[src/rtl/rpr_pkg.sv]
// Types, constants and codes of the receive page ring consumer.
package rpr_pkg;

  // Sweep and frame limits
  localparam int MAX_PACKETS = 256;
  localparam int MAX_FRAME   = 1514;
  localparam int MIN_FRAME   = 60;
  localparam int HDR_BYTES   = 4;
  localparam int MAX_SPAN    = 6;

  localparam int PAGE_W = 8;
  localparam int LEN_W  = 11;
  localparam int CNT_W  = $clog2(MAX_PACKETS + 1);

  // Header status checks: ok set, crc, align and missed clear
  localparam logic [7:0] STATUS_MASK = 8'h17;
  localparam logic [7:0] STATUS_GOOD = 8'h01;

  // Queue between front and back
  localparam int QUEUE_DEPTH = 2;
  localparam int QPTR_W      = (QUEUE_DEPTH > 1) ? $clog2(QUEUE_DEPTH) : 1;
  localparam int QCNT_W      = $clog2(QUEUE_DEPTH + 1);

  // Register indexes
  localparam logic REG_RING_START = 1'b0;
  localparam logic REG_RING_STOP  = 1'b1;

  localparam logic REQ_START = 1'b0;
  localparam logic REQ_STEP  = 1'b1;

  typedef enum logic [3:0] {
    ACT_IDLE       = 4'd0,
    ACT_START      = 4'd1,
    ACT_EMPTY      = 4'd2,
    ACT_DELIVER    = 4'd3,
    ACT_DROP       = 4'd4,
    ACT_BAD_NEXT   = 4'd5,
    ACT_BAD_STATUS = 4'd6,
    ACT_BAD_SIZE   = 4'd7,
    ACT_LIMIT      = 4'd8
  } action_e;

  typedef struct packed {
    logic [PAGE_W-1:0] ring_start;
    logic [PAGE_W-1:0] ring_stop;
  } rpr_cfg_t;

  // One classified request as it waits in the queue
  typedef struct packed {
    logic              is_start;
    logic [PAGE_W-1:0] start_page;
    logic [PAGE_W-1:0] curr_page;
    logic [PAGE_W-1:0] next_page;
    logic              next_ok;
    logic              status_ok;
    logic              len_big;
    logic              len_small;
    logic [LEN_W-1:0]  len_norm;
    logic [PAGE_W-1:0] bval;
    logic              avail;
  } rpr_entry_t;

  typedef struct packed {
    logic              reinit_chip;
    logic              first_warning;
    logic [PAGE_W-1:0] boundary_value;
    logic              boundary_write;
    logic [LEN_W-1:0]  packet_length;
    logic [PAGE_W-1:0] packet_page;
  } rpr_result_t;

endpackage

[src/rtl/rpr_regs.sv]
// Ring start and stop registers behind the APB-style port.
module rpr_regs (
  input  logic              clk_i,
  input  logic              rst_ni,
  input  logic              psel,
  input  logic              penable,
  input  logic              pwrite,
  input  logic [2:0]        paddr,
  input  logic [31:0]       pwdata,
  output logic [31:0]       prdata,
  output logic              pready,
  output rpr_pkg::rpr_cfg_t cfg_o
);
  import rpr_pkg::*;

  logic [PAGE_W-1:0] ring_start_q, ring_stop_q;
  logic              wr_en;

  assign pready = 1'b1;
  assign wr_en  = psel & penable & pwrite & pready;

  // Register writes; the low address bits are ignored
  always_ff @(posedge clk_i or negedge rst_ni) begin
    if (!rst_ni) begin
      ring_start_q <= PAGE_W'(76);
      ring_stop_q  <= PAGE_W'(128);
    end else if (wr_en) begin
      if (paddr[2] == REG_RING_START) begin
        ring_start_q <= pwdata[PAGE_W-1:0];
      end else begin
        ring_stop_q <= pwdata[PAGE_W-1:0];
      end
    end
  end

  // Read back
  always_comb begin
    prdata = '0;
    if (paddr[2] == REG_RING_STOP) begin
      prdata[PAGE_W-1:0] = ring_stop_q;
    end else begin
      prdata[PAGE_W-1:0] = ring_start_q;
    end
  end

  assign cfg_o.ring_start = ring_start_q;
  assign cfg_o.ring_stop  = ring_stop_q;

endmodule

[src/rtl/rpr_front.sv]
// Front end: takes requests and works out every header check that needs no ring state.
module rpr_front (
  input  logic                s_axis_tvalid,
  output logic                s_axis_tready,
  input  logic [55:0]         s_axis_tdata,
  input  logic [0:0]          s_axis_tuser,
  input  rpr_pkg::rpr_cfg_t   cfg_i,
  input  logic                q_full_i,
  output logic                q_push_o,
  output rpr_pkg::rpr_entry_t q_entry_o
);
  import rpr_pkg::*;

  logic [PAGE_W-1:0] bnry, curr, next, status;
  logic [15:0]       count;
  logic              avail;
  logic [PAGE_W-1:0] bnry_inc;

  assign bnry   = s_axis_tdata[7:0];
  assign curr   = s_axis_tdata[15:8];
  assign next   = s_axis_tdata[23:16];
  assign status = s_axis_tdata[31:24];
  assign count  = s_axis_tdata[47:32];
  assign avail  = s_axis_tdata[48];

  assign s_axis_tready = ~q_full_i;
  assign q_push_o      = s_axis_tvalid & ~q_full_i;

  assign bnry_inc = bnry + PAGE_W'(1);

  // Classification
  always_comb begin
    q_entry_o.is_start   = (s_axis_tuser[0] == REQ_START);
    q_entry_o.start_page = (bnry_inc == cfg_i.ring_stop) ? cfg_i.ring_start : bnry_inc;
    q_entry_o.curr_page  = curr;
    q_entry_o.next_page  = next;
    q_entry_o.next_ok    = (next >= cfg_i.ring_start) && (next < cfg_i.ring_stop);
    q_entry_o.status_ok  = ((status & STATUS_MASK) == STATUS_GOOD);
    // length = count - header; too long means the count is garbled
    q_entry_o.len_big    = ({1'b0, count} > 17'(MAX_FRAME + HDR_BYTES));
    q_entry_o.len_small  = (count < 16'(MIN_FRAME + HDR_BYTES));
    q_entry_o.len_norm   = LEN_W'(count - 16'(HDR_BYTES));
    q_entry_o.bval       = (next == cfg_i.ring_start) ? (cfg_i.ring_stop - PAGE_W'(1))
                                                      : (next - PAGE_W'(1));
    q_entry_o.avail      = avail;
  end

endmodule

[src/rtl/rpr_fifo.sv]
// Short request queue between front and back.
module rpr_fifo (
  input  logic                clk_i,
  input  logic                rst_ni,
  input  logic                push_i,
  input  rpr_pkg::rpr_entry_t entry_i,
  output logic                full_o,
  input  logic                pop_i,
  output logic                valid_o,
  output rpr_pkg::rpr_entry_t entry_o
);
  import rpr_pkg::*;

  rpr_entry_t        mem_q [QUEUE_DEPTH];
  logic [QPTR_W-1:0] wr_ptr_q, rd_ptr_q;
  logic [QCNT_W-1:0] cnt_q;

  assign full_o  = (cnt_q == QCNT_W'(QUEUE_DEPTH));
  assign valid_o = (cnt_q != '0);
  assign entry_o = mem_q[rd_ptr_q];

  // Storage
  always_ff @(posedge clk_i) begin
    if (push_i) begin
      mem_q[wr_ptr_q] <= entry_i;
    end
  end

  // Pointers and fill count
  always_ff @(posedge clk_i or negedge rst_ni) begin
    if (!rst_ni) begin
      wr_ptr_q <= '0;
      rd_ptr_q <= '0;
      cnt_q    <= '0;
    end else begin
      if (push_i) begin
        wr_ptr_q <= (wr_ptr_q == QPTR_W'(QUEUE_DEPTH - 1)) ? '0 : wr_ptr_q + QPTR_W'(1);
      end
      if (pop_i) begin
        rd_ptr_q <= (rd_ptr_q == QPTR_W'(QUEUE_DEPTH - 1)) ? '0 : rd_ptr_q + QPTR_W'(1);
      end
      if (push_i && !pop_i) begin
        cnt_q <= cnt_q + QCNT_W'(1);
      end else if (pop_i && !push_i) begin
        cnt_q <= cnt_q - QCNT_W'(1);
      end
    end
  end

endmodule

[src/rtl/rpr_back.sv]
// Back end: holds the sweep state, decides the action and registers the result.
module rpr_back (
  input  logic                clk_i,
  input  logic                rst_ni,
  input  rpr_pkg::rpr_cfg_t   cfg_i,
  input  logic                q_valid_i,
  input  rpr_pkg::rpr_entry_t q_entry_i,
  output logic                q_pop_o,
  output logic                m_axis_tvalid,
  input  logic                m_axis_tready,
  output logic [31:0]         m_axis_tdata,
  output logic [3:0]          m_axis_tuser
);
  import rpr_pkg::*;

  logic [PAGE_W-1:0] read_page_q, read_page_d;
  logic [CNT_W-1:0]  count_q, count_d;
  logic              active_q, active_d;
  logic              warned_q, warned_d;

  logic              out_valid_q;
  action_e           act_q, act_d;
  rpr_result_t       res_q, res_d;

  logic              wrap;
  logic signed [9:0] span;
  logic [LEN_W-1:0]  span_len;
  logic              size_bad;
  logic [LEN_W-1:0]  length;

  assign q_pop_o = q_valid_i & (~out_valid_q | m_axis_tready);

  // Length estimate from the page span when the count is garbled
  always_comb begin
    wrap = (q_entry_i.next_page < read_page_q) && (q_entry_i.next_page > cfg_i.ring_start);
    if (wrap) begin
      span = $signed({2'b00, cfg_i.ring_stop}) - $signed({2'b00, read_page_q})
           + $signed({2'b00, q_entry_i.next_page}) - $signed({2'b00, cfg_i.ring_start});
    end else begin
      span = $signed({2'b00, q_entry_i.next_page}) - $signed({2'b00, read_page_q});
    end
    span_len = {span[2:0], 8'(HDR_BYTES)};
    if (span_len > LEN_W'(MAX_FRAME)) begin
      span_len = LEN_W'(MAX_FRAME);
    end
    if (q_entry_i.len_big) begin
      // a span of zero gives a runt, so it is bad as well
      size_bad = (span < 10'sd1) || (span > 10'(MAX_SPAN));
      length   = span_len;
    end else begin
      size_bad = q_entry_i.len_small;
      length   = q_entry_i.len_norm;
    end
  end

  // Decision and next sweep state
  always_comb begin
    read_page_d = read_page_q;
    count_d     = count_q;
    active_d    = active_q;
    warned_d    = warned_q;
    act_d       = ACT_IDLE;
    res_d       = '0;
    if (q_entry_i.is_start) begin
      read_page_d       = q_entry_i.start_page;
      count_d           = '0;
      active_d          = 1'b1;
      warned_d          = 1'b0;
      act_d             = ACT_START;
      res_d.packet_page = q_entry_i.start_page;
    end else if (active_q) begin
      res_d.packet_page = read_page_q;
      active_d          = 1'b0;
      if (count_q >= CNT_W'(MAX_PACKETS)) begin
        act_d = ACT_LIMIT;
      end else if (read_page_q == q_entry_i.curr_page) begin
        act_d = ACT_EMPTY;
      end else if (!q_entry_i.next_ok) begin
        act_d             = ACT_BAD_NEXT;
        res_d.reinit_chip = 1'b1;
      end else if (!q_entry_i.status_ok) begin
        act_d             = ACT_BAD_STATUS;
        res_d.reinit_chip = 1'b1;
      end else if (size_bad) begin
        act_d             = ACT_BAD_SIZE;
        res_d.reinit_chip = 1'b1;
      end else begin
        active_d             = 1'b1;
        read_page_d          = q_entry_i.next_page;
        count_d              = count_q + CNT_W'(1);
        res_d.boundary_write = 1'b1;
        res_d.boundary_value = q_entry_i.bval;
        if (q_entry_i.avail) begin
          act_d               = ACT_DELIVER;
          res_d.packet_length = length;
        end else begin
          act_d               = ACT_DROP;
          res_d.first_warning = ~warned_q;
          warned_d            = 1'b1;
        end
      end
    end
  end

  // Sweep state and output valid
  always_ff @(posedge clk_i or negedge rst_ni) begin
    if (!rst_ni) begin
      read_page_q <= '0;
      count_q     <= '0;
      active_q    <= 1'b0;
      warned_q    <= 1'b0;
      out_valid_q <= 1'b0;
    end else begin
      if (q_pop_o) begin
        read_page_q <= read_page_d;
        count_q     <= count_d;
        active_q    <= active_d;
        warned_q    <= warned_d;
        out_valid_q <= 1'b1;
      end else if (m_axis_tready) begin
        out_valid_q <= 1'b0;
      end
    end
  end

  // Result payload
  always_ff @(posedge clk_i) begin
    if (q_pop_o) begin
      act_q <= act_d;
      res_q <= res_d;
    end
  end

  assign m_axis_tvalid = out_valid_q;
  assign m_axis_tuser  = act_q;
  assign m_axis_tdata  = {2'b00, res_q};

endmodule

[src/rtl/rx_page_ring_consumer.sv]
// Top level of the receive page ring consumer.
//
//  channel  | direction | handshake              | contents
//  s_axis   | in        | tvalid / tready        | one request: sweep start or packet step
//  m_axis   | out       | tvalid / tready        | one result per request
//  apb      | in        | psel, penable, pready  | ring_start (0x0), ring_stop (0x4)
//
// A request is taken every cycle while the queue has room; each result passes
// through the request queue and then the result register of the back end.
// The back end decides one packet a cycle, from its own ring state, when not stalled.
// Reset sets ring_start to 76 and ring_stop to 128 and ends any sweep.
// A stalled result holds in its register; requests keep entering until the
// two-entry queue is full.
module rx_page_ring_consumer (
  input  logic        clk_i,
  input  logic        rst_ni,
  // fields from bit 0: boundary_reg[7:0], curr_page[15:8], next_page[23:16],
  // rx_status[31:24], byte_count[47:32], buffer_available[48], zero fill
  input  logic [55:0] s_axis_tdata,
  // fields from bit 0: req_type[0]
  input  logic [0:0]  s_axis_tuser,
  input  logic        s_axis_tvalid,
  output logic        s_axis_tready,
  // fields from bit 0: packet_page[7:0], packet_length[18:8], boundary_write[19],
  // boundary_value[27:20], first_warning[28], reinit_chip[29], zero fill
  output logic [31:0] m_axis_tdata,
  // fields from bit 0: action[3:0]
  output logic [3:0]  m_axis_tuser,
  output logic        m_axis_tvalid,
  input  logic        m_axis_tready,
  input  logic        psel,
  input  logic        penable,
  input  logic        pwrite,
  input  logic [2:0]  paddr,
  input  logic [31:0] pwdata,
  output logic [31:0] prdata,
  output logic        pready
);
  import rpr_pkg::*;

  rpr_cfg_t   cfg;
  rpr_entry_t push_entry, head_entry;
  logic       q_full, q_push, q_pop, q_valid;

  rpr_regs u_regs (
    .clk_i   (clk_i),
    .rst_ni  (rst_ni),
    .psel    (psel),
    .penable (penable),
    .pwrite  (pwrite),
    .paddr   (paddr),
    .pwdata  (pwdata),
    .prdata  (prdata),
    .pready  (pready),
    .cfg_o   (cfg)
  );

  rpr_front u_front (
    .s_axis_tvalid (s_axis_tvalid),
    .s_axis_tready (s_axis_tready),
    .s_axis_tdata  (s_axis_tdata),
    .s_axis_tuser  (s_axis_tuser),
    .cfg_i         (cfg),
    .q_full_i      (q_full),
    .q_push_o      (q_push),
    .q_entry_o     (push_entry)
  );

  rpr_fifo u_fifo (
    .clk_i   (clk_i),
    .rst_ni  (rst_ni),
    .push_i  (q_push),
    .entry_i (push_entry),
    .full_o  (q_full),
    .pop_i   (q_pop),
    .valid_o (q_valid),
    .entry_o (head_entry)
  );

  rpr_back u_back (
    .clk_i         (clk_i),
    .rst_ni        (rst_ni),
    .cfg_i         (cfg),
    .q_valid_i     (q_valid),
    .q_entry_i     (head_entry),
    .q_pop_o       (q_pop),
    .m_axis_tvalid (m_axis_tvalid),
    .m_axis_tready (m_axis_tready),
    .m_axis_tdata  (m_axis_tdata),
    .m_axis_tuser  (m_axis_tuser)
  );

endmodule

[config.mk]
export PLATFORM = sky130hd
export DESIGN_NAME = rx_page_ring_consumer
export DESIGN_NICKNAME = d
export VERILOG_FILES = /design/src/rtl/rpr_pkg.sv /design/src/rtl/rpr_regs.sv /design/src/rtl/rpr_front.sv /design/src/rtl/rpr_fifo.sv /design/src/rtl/rpr_back.sv /design/src/rtl/rx_page_ring_consumer.sv
export SDC_FILE = /design/constraint.sdc
export NUM_CORES = 1
export LEC_CHECK = 0
export BUFFER_PORTS_ARGS = -buffer_cell sky130_fd_sc_hd__buf_2
export CORE_MARGIN = 1.5
export CORE_UTILIZATION = 31
export CTS_CLUSTER_SIZE = 12
export DETAILED_ROUTE_END_ITERATION = 8
export SLEW_MARGIN = 20
export SYNTH_ARGS = -nofsm -noshare
export SYNTH_HDL_FRONTEND = slang
export SYNTH_HIERARCHICAL = 1
export SYNTH_SLANG_ARGS = --single-unit
[constraint.sdc]
create_clock -name clk_i -period 4.71 [get_ports clk_i]
set_input_delay 0.7065 -clock clk_i [delete_from_list [all_inputs] [get_ports clk_i]]
set_output_delay 0.7065 -clock clk_i [all_outputs]
set_load 0.05 [all_outputs]
Word-level counts from Yosys, hierarchy flattened
Memories as Yosys holds them, arrays and structs flattened. Index checks and enable logic that the tools add are counted. W data, S select, Z words.

Add/subtract/negate cells: 13. Order comparisons: 10. Eq/ne operators: 9. Multiplexer cells: 58. Bitwise operators: 14. Reductions and logical operators: 24.

Operator list (number): $mux W8 (12); $mux W9 (7); $mux W11 (3); $mux W1 (26); $eq A8 B8 Y1 (3); $sub A8 B8 Y9 (2); $gt A16 B11 Y1 const B (1); $lt A16 B7 Y1 const B (1); $lt A8 B8 Y1 (2); $mux W4 (4); $reduce_or A8 Y1 (2); $sub A8 B1 Y8 const B (2); $mux W12 (1); $reduce_bool A2 Y1 (6); $gt A11 B11 Y1 const B (1); $sub A11 B3 Y11 const B (1); $add A10 B9 Y10 (1); $gt A10 B4 Y1 const B (1); $lt A10 B2 Y1 const B (1); $mux W10 (1); $sub A10 B9 Y10 (1); $add A9 B1 Y9 const B (1); $ge A9 B9 Y1 const B (1); $not A1 Y1 (9); other kinds (25) (38).

Bits in registers: 74. Memory bits (writable): 98. Word-level logic and storage cells: 149. Memories kept: 1.

Memories: u_fifo.mem_q (words 2, bits a word 49, read ports 1, clocked after memory_dff 0, wr ports 1, RTL line rpr_fifo.sv:14) `rpr_entry_t mem_q [QUEUE_DEPTH];`.

Depth between registers and ports, before layout
Gate-level depths: netlist of the first run.

Depth in word-level cells: 14. Depth in mapped cells: 22. Mapped depth without buffers: 21.

Hierarchy
The synthesis of the first run kept the hierarchy.

By module, submodules not included: rpr_back (instances 1, cells each 414, area an instance 4147.7 um^2); rpr_fifo (instances 1, cells each 169, area an instance 3978.8 um^2); rpr_front (instances 1, cells each 189, area an instance 1390.1 um^2); rpr_regs (instances 1, cells each 70, area an instance 927.1 um^2).

Worst setup path before layout of the first run
Ideal clock, no wire load.

Path kind: reg-to-reg. Start point: register u_back.read_page_q[1]. End point: register u_back.count_q[6]. Arrival: 4.571 ns. Data required time: 4.644 ns. Setup slack: 0.073 ns. Stages on the path, launching flop included: 23. Buffers on the path: 1. Cells stage by stage: dfrtp_1 inv_1 ha_1 nor2b_1 o21ai_0 nand2b_1 a21o_1 a21o_1 a21o_1 a21oi_1 xnor2_1 fa_1 ha_1 o21a_1 o21a_1 o21ai_0 o21a_1 a2111o_1 o32ai_2 o21ai_2 buf_6 or4b_1 nand2_1.

Word-level cells in the longest chain between the ends: 9. Elaborated cells between the ends (all ways): 15. Classes of those cells: add/sub (4); order compare (3); eq/ne (3); mux (2); reduce/logical (3).

Ends and longest elaborated chain: start: declaration (RTL line rpr_back.sv:16) `logic [PAGE_W-1:0] read_page_q, read_page_d;`; start signal: assignment (RTL line rpr_back.sv:115) `read_page_q <= read_page_d;`; $sub A8 B8 Y9 (RTL line rpr_back.sv:37) `span = $signed({2'b00, cfg_i.ring_stop}) - $signed({2'b00, read_page_q})`; $add A10 B9 Y10 (RTL line rpr_back.sv:38) `+ $signed({2'b00, q_entry_i.next_page}) - $signed({2'b00, cfg_i.ring_start});`; $sub A10 B9 Y10 (RTL line rpr_back.sv:38); $mux W10 (RTL line rpr_back.sv:36) `if (wrap) begin`; $lt A10 B2 Y1 or $gt A10 B4 Y1 (tied branches) (RTL line rpr_back.sv:48) `size_bad = (span < 10'sd1) || (span > 10'(MAX_SPAN));`; $logic_or A1 B1 Y1 (RTL line rpr_back.sv:48); $mux W1 (RTL line rpr_back.sv:46) `if (q_entry_i.len_big) begin`; $ne A2 B2 Y1 (no source line); $reduce_and A7 Y1 (no source line) *; end signal: assignment (RTL line rpr_back.sv:116) `count_q <= count_d;`; end: declaration (RTL line rpr_back.sv:17) `logic [CNT_W-1:0] count_q, count_d;`.

Every way passes the cells marked *; elsewhere a longest branch is shown, timed or not. A chain may end at the register's enable or synchronous reset.

Worst setup path after layout of the first run
Start point: register u_regs.ring_stop_q[0]. End point: register u_back.count_q[3].

Word-level cells in the longest chain between the ends: 9. Elaborated cells between the ends (all ways): 10. Classes of those cells: add/sub (3); order compare (2); eq/ne (1); mux (2); reduce/logical (2).

Ends and longest elaborated chain: start: declaration (RTL line rpr_regs.sv:16) `logic [PAGE_W-1:0] ring_start_q, ring_stop_q;`; start signal: assignment (RTL line rpr_regs.sv:31) `ring_stop_q <= pwdata[PAGE_W-1:0];`; $sub A8 B8 Y9 * (RTL line rpr_back.sv:37); $add A10 B9 Y10 * (RTL line rpr_back.sv:38); $sub A10 B9 Y10 * (RTL line rpr_back.sv:38); $mux W10 * (RTL line rpr_back.sv:36); $lt A10 B2 Y1 or $gt A10 B4 Y1 (tied branches) (RTL line rpr_back.sv:48); $logic_or A1 B1 Y1 * (RTL line rpr_back.sv:48); $mux W1 * (RTL line rpr_back.sv:46); $ne A2 B2 Y1 (no source line) *; $reduce_and A7 Y1 (no source line) *.

Marked as above.

==> impl_results.md, run 1 <==
- Clock skew: 0.0136 ns
- Ys async rst share: 0.233
- Worst setup startpoint: u_regs/ring_stop_q[0]
- Fin area: 12200 um^2
- Clk buf depth: 2
- Status: finished clean
- FILL cells: 3304
- Final setup violation count: 0
- Initial Utilization: 0.313
- Endpoints failing hold: 0
- Post-Route Utilization: 0.364
- Num Clock Sinks: 172
- WL/cell: 16.3 um
- EDFF count, synth: 132
- Mapped Cells: 842
- Seq/Total Area, Yosys: 0.476
- Routed Wire Length: 23200 um
- Die Y: 187 um
- Pwr dens: 796 nW/um^2
- Initial antenna violation count: 0
- Crit path required time: 5.07 ns
- Pre-antenna DRT Iters: 5
- Global route overflow: 0
- Placed instance area: 11400 um^2
- Cell leakage power: 0.00508 uW
- Clk slew on worst S/H paths: 0.08 ns
- Mapped Area: 10400 um^2
- FF-to-FF path depth: 19
- Synth top area share: 0.380
- Core Area: 33400 um^2
- TritonCTS buffer count: 17
- Avg Cell Area, Syn: 12.4 um^2
- Share of layout cells above drive strength 1: 0.310
- Hold slack: 0.383 ns
- Reg-to-reg startpoint: u_regs/ring_stop_q[0]
- Cell Chain, Critical Path: inv_2, ha_4, fa_2, nor2b_1, o21ai_1, nand2b_1, a21o_1, a21o_1, xor2_2, fa_1, ha_4, o41ai_2, xnor2_1, a2111o_1, o32ai_2, buf_4, o21ai_4, or4_1, a21boi_1
- Distinct cells, synth: 79
- Leading cell types by count after synthesis: edfxtp_1 (132), inv_1 (57), ha_1 (56), mux2_4 (53), buf_4 (47)
- Worst slew pin tran: 0.905 ns
- Max Freq: 0.215 GHz
- Crit path depth: 19
- Crit Path Max Fanout: 6
- DR iter-0 viols: 332
- Worst path slowest cell: fa_1
- Core Rows: 67
- Num ports: 170
- Rel. slew slack: 0.395
- Antenna viol nets, final: 0
- # diodes: 0
- Setup CP Type: reg2reg
- GRT Resource Usage Total: 0.138
- Vias: 6603
- RSZ-0062 raised after global routing: true
- First-pass GRT wire length: 36900 um
- Top cells by area, synth: edfxtp_1 (38%), dfrtp_1 (8.6%), mux2_4 (7.6%)
- Most frequent cell after synthesis: edfxtp_1
- Max-cap viol count: 0
- Worst setup path endpoint: u_back/count_q[3]
- Die area: 34800 um^2
- #FFs+latches synth: 172
- Port bufs: 105
- Overall power: 9670 uW
- R2R Setup Slk: 0.05 ns
- CTS tree: built
- Max stage delay on crit path: 0.49 ns
- RR Endpoint: u_back/count_q[3]
- DP HPWL: 17400 um
- DR vias/cell: 4.62
- # DRC: 0
- CTS root buf: clkbuf_16
- Crit path DAT: 5.02 ns
- GPL Wtd Cong: 0.851
- Synth Flop Type: edfxtp_1
- Slew Limit Fails: 0
- Fin nets: 1132
- CP top delay family: compound AO/OA/AOI/OAI gates
- Pin count of the biggest net entering global routing: 41
- Max VDD drop: 394 uV
- H-tree level count: 4
- Fin crit period: 4.66 ns
- Critical path startpoint category: flop
- P&R area growth vs syn: 16.4%
- Period utilisation layout: 0.990
- Synth area leader: edfxtp_1
- CP Buf/Inv Count: 2
- Vias in the first global route: 6691
- Clock insertion delay at the later pin of the skew report: 0.44 ns
- CP endpoint kind: flop
- CTS Hold Buffers Added: 0
- Setup_tns: 0 ns
- Worst Hold Class: in2async
- Synth Warn #: 6
- Die X: 187 um
==> metrics by stage <==
| stage | setup slack (ns) | cells |
|---|---|---|
| CTS | -0.0420 | 1426 |
| detailed placement | -0.100 | 1389 |
| floorplan | 0.0732 | 866 |
| global route | -0.140 | 1428 |
| finish | 0.0491 | 1428 |
| global placement | -0.0970 | 1389 |
==> what timing repair did <==
action | 4_1_cts | 5_1_grt
endpoints found under the setup margin | 28 | 44
buffers inserted | 5 | 2
pin swaps | 26 | 19
resized for setup | 21 | 15
==> report_power, final <==
part | internal [uW] | switching, uW
Clock | 704 | 666
Combinational | 2580 | 3390
Sequential | 2140 | 193
Total | 5430 | 4250
==> kinds of logic after synthesis <==
| kind of cell | after synthesis | synth area share |
|---|---|---|
| other cells | 3 | 0.00108 |
| xor+xnor | 53 | 0.0458 |
| simple gates | 188 | 0.100 |
| buf+inv | 124 | 0.0725 |
| flops | 172 | 0.476 |
| fa+ha+maj | 66 | 0.0863 |
| compound gates | 127 | 0.0854 |
| mux | 109 | 0.133 |
==> cell type report <==
| type | count | area [um^2] | area share |
|---|---|---|---|
| clock buffer | 17 | 425 | 0.0350 |
| clock inverter | 15 | 153 | 0.0126 |
| inverter | 57 | 214 | 0.0176 |
| multi-input combinational | 570 | 4950 | 0.408 |
| sequential | 172 | 4970 | 0.409 |
| tap | 448 | 561 | 0.0461 |
| timing repair buffer | 149 | 880 | 0.0723 |
==> how the worst min path moves through the flow <==
stage,slack [ns],depth (start not counted),to
6_report,0.38,2,u_back/read_page_q[1]
3_5_place_dp,0.49,1,u_fifo/cnt_q[1]
3_3_place_gp,0.47,1,u_fifo/cnt_q[1]
2_1_floorplan,0.41,0,u_back/active_q
5_1_grt,0.41,2,u_back/read_page_q[1]
4_1_cts,0.39,2,u_back/read_page_q[1]
==> layout by cell type, fill, tap and decap left out, types with 7 or more instances in the layout <==
master and instances:
a21o_1 14, a21oi_1 23, a22o_1 8, and2_1 11
buf_2 105, buf_4 40, clkbuf_16 17, conb_1 27
dfrtp_1 35, edfxtp_1 132, fa_1 8, ha_1 51
inv_1 55, mux2_2 26, mux2_4 53, mux2i_1 30
nand2_1 32, nand2b_1 12, nand3_1 12, nand4_1 11
nor2_1 41, nor2b_1 10, nor3_1 15, o21a_1 7
o21ai_0 22, xnor2_1 29, xor2_1 21
==> routing by layer <==
layer	global-route usage	up-vias	wire, um
met2	0.238	131	11500
met3	0.0295	22	876
li1	-	3253	-
met4	0.0347	0	287
met1	0.174	3197	10600
met5	0	-	0
==> state kept, by name, summed over array words and instances (netlist names) <==
register / count
u_fifo/rd_ptr_q: 1
u_fifo/cnt_q: 2
u_back/m_axis_tvalid: 1
u_fifo/wr_ptr_q: 1
u_regs/ring_stop_q: 8
u_regs/ring_start_q: 8
u_back/warned_q: 1
u_back/m_axis_tuser: 4
u_back/read_page_q: 8
u_back/m_axis_tdata: 30
u_back/active_q: 1
u_fifo/mem_q: 98
u_back/count_q: 9
==> worst reg2reg max path, cell delays in order (launching register included) <==
cell	delay, ns
dfrtp_1	0.45
inv_2	0.08
ha_4	0.17
fa_2	0.34
nor2b_1	0.13
o21ai_1	0.08
nand2b_1	0.14
a21o_1	0.14
a21o_1	0.16
xor2_2	0.19
fa_1	0.49
ha_4	0.21
o41ai_2	0.35
xnor2_1	0.11
a2111o_1	0.40
o32ai_2	0.24
buf_4	0.19
o21ai_4	0.08
or4_1	0.49
a21boi_1	0.15
Note: power is estimated with default switching activity, not from simulation.
==> run 2: changes to the inputs <==
--- a/config.mk
+++ b/config.mk
@@ -5,11 +5,13 @@
 export SDC_FILE = /design/constraint.sdc
 export NUM_CORES = 1
 export LEC_CHECK = 0
+export ABC_AREA = 1
 export BUFFER_PORTS_ARGS = -buffer_cell sky130_fd_sc_hd__buf_2
 export CORE_MARGIN = 1.5
 export CORE_UTILIZATION = 31
 export CTS_CLUSTER_SIZE = 12
 export DETAILED_ROUTE_END_ITERATION = 8
+export RECOVER_POWER = 50
 export SLEW_MARGIN = 20
 export SYNTH_ARGS = -nofsm -noshare
 export SYNTH_HDL_FRONTEND = slang
==> run 2 against run 1 <==
The flow now finishes with violations (capacitance limit, slew limit). First-iteration DRC count up 64%. Final cell count up 23%. Clock skew increased by 0.00069 ns. Register-to-register slack improved by 0.23 ns. Area after synthesis up 6.3%. Die area up 6.2%. Worst hold slack better by 0.081 ns. Non-clock buffer count decreased by 21. Sequential power is 2% higher. Core utilization shrank 0.85 points. Highest routed layer unchanged.
==> impl_results.md, run 2 <==
- Max Freq: 0.225 GHz (+5.1%)
- Max VDD drop: 490 uV (+24%)
- FF-to-FF path depth: 28 (+9)
- Mapped Area: 11100 um^2 (+6.3%)
- Largest family of logic cells by synthesized area: simple AND/OR/NAND/NOR gates
- Initial Utilization: 0.314 (+0.000730)
- TritonCTS buffer count: 17 (unchanged)
- Reg-to-reg startpoint: u_back/read_page_q[2]
- First-pass GRT wire length: 39300 um (+6.4%)
- Num Clock Sinks: 172 (unchanged)
- Pre-antenna DRT Iters: 5 (unchanged)
- P&R area growth vs syn: 13.4%
- Fin crit period: 4.44 ns (-0.225 ns)
- Routed Wire Length: 25300 um (+8.7%)
- GPL Wtd Cong: 0.912 (+7.2%)
- Top cells by area, synth: edfxtp_1 (36%), nand2_1 (10%), dfrtp_1 (8.1%)
- WL/cell: 14.4 um (-11%)
- Fin nets: 1442 (+27%)
- Die area: 37000 um^2 (+6.2%)
- GRT Resource Usage Total: 0.138 (+0.000357)
- Crit Path Max Fanout: 8 (+2)
- #FFs+latches synth: 172 (unchanged)
- Most frequent cells in the layout: nand2_1 (306), inv_1 (151), edfxtp_1 (132)
- Xor/xnor share of the synthesized area: 0.0300 (-0.0158)
- Hold path endpoint: u_fifo/mem_q[0][0]
- Clock skew: 0.0143 ns (+0.000693 ns)
- Commonest non-fill, non-tap cell in the layout: nand2_1
- DR vias/cell: 4.51 (-2.4%)
- Post-Route Utilization: 0.356 (-0.00855)
- Switching portion of total power: 0.478 (+0.0384)
- Compound-Gate Fraction of Synth Area: 0.0428 (-0.0426)
- CP top delay family: simple AND/OR/NAND/NOR gates
- Synth area leader: edfxtp_1
- FILL cells: 3640 (+10%)
- Global route overflow: 0 (unchanged)
- Synth Warn #: 6 (unchanged)
- Simple-Gate Fraction of Synth Area: 0.228 (+0.128)
- Placed instance area: 11900 um^2 (+4.6%)
- Core Area: 35400 um^2 (+6.1%)
- CP Buf/Inv Count: 3 (+1)
- RSZ-0062 raised after global routing: true
- Slew Limit Fails: 41 (+41)
- Failing checks: capacitance limit, slew limit
- Core Rows: 69 (+3.0%)
- Synthesized-area fraction occupied by adder cells: 0.0811 (-0.00514)
- Crit path required time: 4.99 ns (-0.08 ns)
- Largest register FFs: 98 (unchanged)
- Crit path DAT: 4.72 ns (-0.30 ns)
- Critical path startpoint category: flop
- Hold slack: 0.464 ns (+0.0809 ns)
- Worst Hold Class: in2reg
- P_sw: 4670 uW (+10%)
- Antenna viol nets, final: 0 (unchanged)
- Vias: 7904 (+20%)
- Synth top area share: 0.357 (-0.0226)
- Final std cells w/o fill: 1751 (+23%)
- # DRC: 0 (unchanged)
- Setup CP Type: reg2reg
- H-tree level count: 4 (unchanged)
- Worst path slowest cell: fa_1
- Mapped Cells: 1170 (+39%)
- Pwr dens: 777 nW/um^2 (-2.3%)
- Clock power share: 0.150 (+0.008)
- Die X: 192 um (+3.1%)
- Mux cell area share after synthesis: 0.0662 (-0.0667)
- Initial antenna violation count: 0 (unchanged)
- CTS tree: built
- Rel. slew slack: -0.676 (-1.07)
- Fin area: 12600 um^2 (+3.6%)
- Register with the most flip-flops: u_fifo/mem_q
- Overall power: 9790 uW (+1.2%)
- Comb power frac: 0.607 (-0.010)
- Port bufs: 105 (unchanged)
- Ys async rst share: 0.233 (unchanged)
- CTS root buf: clkbuf_16
- Avg Cell Area, Syn: 9.49 um^2 (-23%)
- Clock insertion delay at the later pin of the skew report: 0.43 ns (about the same)
- Clk slew on worst S/H paths: 0.07 ns (about the same)
- Max-cap viol count: 1 (+1)
- Min-delay src: s_axis_tdata[48]
- Cell leakage power: 0.00581 uW (+14%)
- # diodes: 0 (unchanged)
- Worst hold path cell count: 1
- Max stage delay on crit path: 0.49 ns (about the same)
- Die Y: 192 um (+3.1%)
- Num ports: 170 (unchanged)
- Seq/Total Area, Yosys: 0.447 (-0.0284)
- Most frequent cell after synthesis: nand2_1
- Share of layout cells above drive strength 1: 0.198 (-0.112)
- CP endpoint kind: flop
- Leading cell types by count after synthesis: nand2_1 (309), inv_1 (152), edfxtp_1 (132), nand3_1 (72), ha_1 (56)
- Vias in the first global route: 7504 (+12%)
- Endpoints failing hold: 0 (unchanged)
- Period utilisation layout: 0.942 (-0.0478)
- EDFF count, synth: 132 (unchanged)
- Clk buf depth: 2 (unchanged)
- Distinct cells, synth: 50 (-37%)
- DP HPWL: 19000 um (+9.1%)
- Synth Flop Type: edfxtp_1
- RR Endpoint: u_back/m_axis_tdata[26]
- Pin count of the biggest net entering global routing: 50 (+22%)
- DR iter-0 viols: 544 (+64%)
- Placed Cells: 1713 (+23%)
- R2R Setup Slk: 0.27 ns (+0.23 ns)
- Register Area: 4970 um^2 (about the same)
- Internal: 5110 uW (-5.8%)
- Worst slew pin tran: 2.51 ns (+1.61 ns)
- Final setup violation count: 0 (unchanged)
- Multi-input gate area: 5160 um^2 (+4.2%)
- Sequential power share: 0.243 (+0.002)
- Status: complete, but fails checks
-- run 2: cell types whose count changed after synthesis, moves of 13 or more --
| cell | previous run | this run |
|---|---|---|
| nand2_1 | 33 | 309 |
| inv_1 | 57 | 152 |
| nand3_1 | 12 | 72 |
| mux2i_1 | 30 | 0 |
| mux2_2 | 26 | 0 |
| xnor2_1 | 29 | 11 |
| nand2_2 | 1 | 17 |
| nor2_4 | 0 | 14 |
| a21o_1 | 14 | 1 |
-- run 2: metal layers --
layer	part of all wire	vias to the layer above	global-route usage
li1	-	3965	-
met1	0.47	3696	0.191
met2	0.46	213	0.220
met3	0.057	30	0.0233
met4	0.019	0	0.0408
met5	0	-	0
-- run 2: area by class of cell --
cell class,instances,area share
Clock buffer,18,0.0341
Clock inverter,14,0.0148
Multi-Input combinational cell,797,0.410
Tap cell,461,0.0458
Sequential cell,172,0.395
Timing Repair Buffer,128,0.0523
Inverter,161,0.0484
-- run 2: timing repair --
item / 4_1_cts / 5_1_grt
setup buffers: 0 / 6
endpoints found under the setup margin: 0 / 42
resized for setup: 0 / 29
endpoints found under the hold margin: 0 / 0
hold buffers: 0 / 0
-- run 2: metrics by stage --
step / TNS, ns / setup slack [ns]
2_1_floorplan: 0 / 0.606
3_3_place_gp: 0 / 0.245
3_5_place_dp: 0 / 0.118
4_1_cts: 0 / 0.104
5_1_grt: -0.228 / -0.0462
6_report: 0 / 0.274
-- run 2: cells by family after synthesis --
| logic type | Yosys count |
|---|---|
| buf+inv | 225 |
| flops | 172 |
| fa+ha+maj | 66 |
| other cells | 3 |
| compound gates | 85 |
| mux | 49 |
| xor+xnor | 38 |
| simple gates | 532 |
-- run 2: worst max path at each step --
stage / from / endpoint / slack, ns / cells past startpoint
global placement: u_regs/ring_stop_q[0] / u_back/m_axis_tdata[8] / 0.24 / 25
global route: u_back/read_page_q[2] / u_back/m_axis_tdata[23] / -0.05 / 29
CTS: u_back/read_page_q[2] / u_back/m_axis_tdata[8] / 0.10 / 27
detailed placement: u_back/read_page_q[2] / u_back/m_axis_tdata[8] / 0.12 / 27
finish: u_back/read_page_q[2] / u_back/m_axis_tdata[26] / 0.27 / 28
floorplan: u_regs/ring_stop_q[0] / u_back/m_axis_tdata[16] / 0.61 / 26
-- run 2: power by group through the flow --
stage / combinational [uW] / clock, uW / sequential [uW]
4_1_cts: 5680 / 1500 / 2380
5_1_grt: 6620 / 1570 / 2420
6_report: 5940 / 1470 / 2380
2_1_floorplan: 4020 / 0 / 2810
3_5_place_dp: 5660 / 0 / 2410
3_3_place_gp: 5590 / 0 / 2400
==> run 3: changes to the inputs <==
--- a/config.mk
+++ b/config.mk
@@ -11,9 +11,9 @@
 export CORE_UTILIZATION = 31
 export CTS_CLUSTER_SIZE = 12
 export DETAILED_ROUTE_END_ITERATION = 8
+export HOLD_SLACK_MARGIN = 0.1
 export RECOVER_POWER = 50
 export SLEW_MARGIN = 20
 export SYNTH_ARGS = -nofsm -noshare
 export SYNTH_HDL_FRONTEND = slang
-export SYNTH_HIERARCHICAL = 1
 export SYNTH_SLANG_ARGS = --single-unit
==> run 3 against run 2 <==
The run still ends with capacitance limit, slew limit left. Clock-buffer cell count increased by 4. Highest routed layer unchanged. Critical path type unchanged. Clock power down 4%. Sequential power decreased by 2%. Die area down 10%.
==> impl_results.md, run 3 <==
- Largest register FFs: 98 (unchanged)
- Vias in the first global route: 7019 (-6.5%)
- Top cells by area, synth: edfxtp_1 (40%), nand2_1 (13%), dfrtp_1 (9.0%)
- Die X: 182 um (-5.1%)
- Initial Utilization: 0.315 (+0.00157)
- Core Rows: 65 (-5.8%)
- Clk slew on worst S/H paths: 0.07 ns (about the same)
- Clock insertion delay at the later pin of the skew report: 0.44 ns (about the same)
- Synth top area share: 0.397 (+0.0404)
- # diodes: 0 (unchanged)
- Max Freq: 0.228 GHz (+0.91%)
- Crit path required time: 4.99 ns (about the same)
- Ys async rst share: 0.233 (unchanged)
- Crit Path Max Fanout: 8 (unchanged)
- Reg-to-reg startpoint: u_back.read_page_q[0]
- CP top delay family: adder cells
- Slew Limit Fails: 126 (+210%)
- Period utilisation layout: 0.933 (-0.00852)
- Clock skew: 0.0218 ns (+0.00751 ns)
- Rel. slew slack: -0.700 (-0.0237)
- Fin nets: 1390 (-3.6%)
- Most frequent cells in the layout: nand2_1 (348), edfxtp_1 (132), inv_1 (127)
- R2R Setup Slk: 0.31 ns (+0.04 ns)
- Mapped Area: 9980 um^2 (-10%)
- Pwr dens: 808 nW/um^2 (+4.0%)
- CP Buf/Inv Count: 3 (unchanged)
- Most frequent cell after synthesis: nand2_1
- Status: complete, but fails checks
- Setup Fix Bufs, Post-CTS: 0 (unchanged)
- Routed Wire Length: 24100 um (-4.4%)
- Avg Cell Area, Syn: 9.01 um^2 (-5.1%)
- Critical path startpoint category: flop
- Max-cap viol count: 4 (+3)
- Num ports: 170 (unchanged)
- Core Area: 31600 um^2 (-11%)
- Setup ws final: 0.315 ns (+0.0402 ns)
- First-pass GRT wire length: 37400 um (-4.9%)
- # DRC: 0 (unchanged)
- Worst Hold Class: in2reg
- Max stage delay on crit path: 0.45 ns (-0.04 ns)
- H-tree level count: 4 (unchanged)
- Setup_tns: 0 ns (unchanged)
- Cell mode on critical path: nand2_1
- Max VDD drop: 369 uV (-25%)
- EDFF count, synth: 132 (unchanged)
- Port bufs: 105 (unchanged)
- CTS Hold Buffers Added: 0 (unchanged)
- FF-to-FF path depth: 26 (-7.1%)
- Share of layout cells above drive strength 1: 0.107 (-0.0910)
- Register with the most flip-flops: u_fifo.mem_q
- #FFs+latches synth: 172 (unchanged)
- Distinct cells, synth: 45 (-10%)
- Crit path depth: 26 (-7.1%)
- Worst slew pin tran: 2.54 ns (+0.0262 ns)
- Crit path DAT: 4.68 ns (-0.04 ns)
- Fin crit period: 4.40 ns (-0.0402 ns)
- CP endpoint kind: flop
- Leading cell types by count after synthesis: nand2_1 (348), edfxtp_1 (132), inv_1 (127), nor2_1 (65), o21ai_0 (64)
- GRT Resource Usage Total: 0.146 (+0.00767)
- Cell leakage power: 0.00523 uW (-10%)
- Setup CP Type: reg2reg
- DR iter-0 viols: 547 (+0.55%)
- Endpoints failing hold: 0 (unchanged)
- DP HPWL: 18000 um (-5.4%)
- Num Clock Sinks: 172 (unchanged)
- Global route overflow: 0 (unchanged)
- Synth area leader: edfxtp_1
- Die area: 33300 um^2 (-10%)
- Clk buf depth: 2 (unchanged)
- Seq/Total Area, Yosys: 0.498 (+0.0507)
- P&R area growth vs syn: 14.9%
- Commonest non-fill, non-tap cell in the layout: nand2_1
- Pre-CTS WS: 0.168 ns (+0.0501 ns)
- Initial antenna violation count: 0 (unchanged)
- Final setup violation count: 0 (unchanged)
- Worst setup startpoint: u_back.read_page_q[0]
- GPL Wtd Cong: 0.881 (-3.4%)
- Pin count of the biggest net entering global routing: 51 (+2.0%)
- CTS tree: built
- Pre-antenna DRT Iters: 5 (unchanged)
- Hold slack: 0.469 ns (+0.00533 ns)
- CTS root buf: clkbuf_16
- Synth Flop Type: edfxtp_1
- Synth Warn #: 0 (-6)
- Mapped Cells: 1107 (-5.4%)
- DR vias/cell: 4.60 (+1.8%)
- Worst path slowest cell: dfrtp_1
- Die Y: 182 um (-5.1%)
- RSZ-0062 raised after global routing: false
- Antenna viol nets, final: 0 (unchanged)
- Failing checks: capacitance limit, slew limit
- RR Endpoint: u_back.m_axis_tdata[10]
- Worst setup path endpoint: u_back.m_axis_tdata[10]
- WL/cell: 14.7 um (+2.0%)
- Vias: 7537 (-4.6%)
- TritonCTS buffer count: 17 (unchanged)
==> run 3: cell types whose count changed after synthesis, moves of 13 or more <==
cell      delta
buf_4       -21
clkbuf_1    +13
inv_1       -25
mux2_4      -49
nand2_1     +39
nand2_2     -13
nand3_1     -30
nor2_4      -14
o21ai_0     +35
==> run 3: timing repair <==
action | in CTS | in global routing
hold endpoints to repair | 0 | 0
gates resized for setup | 0 | 8
setup endpoints to repair | 0 | 40
==> run 3: layout make-up <==
type                            instances  area (um^2)
Fill cell                            3185        20200
Sequential cell                       172         4970
Multi-Input combinational cell        781         4320
Timing Repair Buffer                  123          587
Clock buffer                           22          509
Tap cell                              402          503
Inverter                              130          488
Clock inverter                         10         86.3
==> run 3: report_power, final <==
group	internal (uW)	switching [uW]
Sequential	2180	168
Combinational	1730	3790
Clock	788	621
==> run 3: worst min-delay path by stage <==
stage	from	endpoint	slack (ns)	cells after the start
2_1_floorplan	rst_ni	u_back.active_q	0.41	0
3_3_place_gp	u_fifo.cnt_q[0]	u_fifo.cnt_q[0]	0.46	1
3_5_place_dp	u_fifo.cnt_q[0]	u_fifo.cnt_q[0]	0.46	1
4_1_cts	s_axis_tdata[12]	u_fifo.mem_q[1][36]	0.46	1
5_1_grt	s_axis_tdata[11]	u_fifo.mem_q[1][35]	0.46	1
6_report	s_axis_tdata[12]	u_fifo.mem_q[1][36]	0.47	1
==> run 3: through the flow <==
stage          instance area, um^2  utilization  power [uW]  instances
6_report                     11500        0.362        9270       1640
4_1_cts                      11500        0.365        9270       1640
3_3_place_gp                 10900        0.346        7790       1608
2_1_floorplan                10100            -        6580       1132
5_1_grt                      11500        0.362       10100       1640
3_5_place_dp                 10900        0.346        7850       1608
==> run 3: cells by family (layout without fill, tap and decap cells) <==
logic type / after synthesis / count (layout) / share of synthesized area
AOI/OAI and AO/OA: 132 / 132 / 0.0731
xor gates and xnor gates: 47 / 47 / 0.0413
and+or+nand+nor: 509 / 509 / 0.215
buffers and inverters: 179 / 285 / 0.0809
DFF: 172 / 172 / 0.498
adders and majority gates: 66 / 66 / 0.0903
other: 2 / 27 / 0.000753
==> run 3: metal layers <==
metal  GRT usage  wire length, um
met1       0.194            11200
met2       0.246            11700
met3      0.0267             1050
met4      0.0327              270
met5           0                0
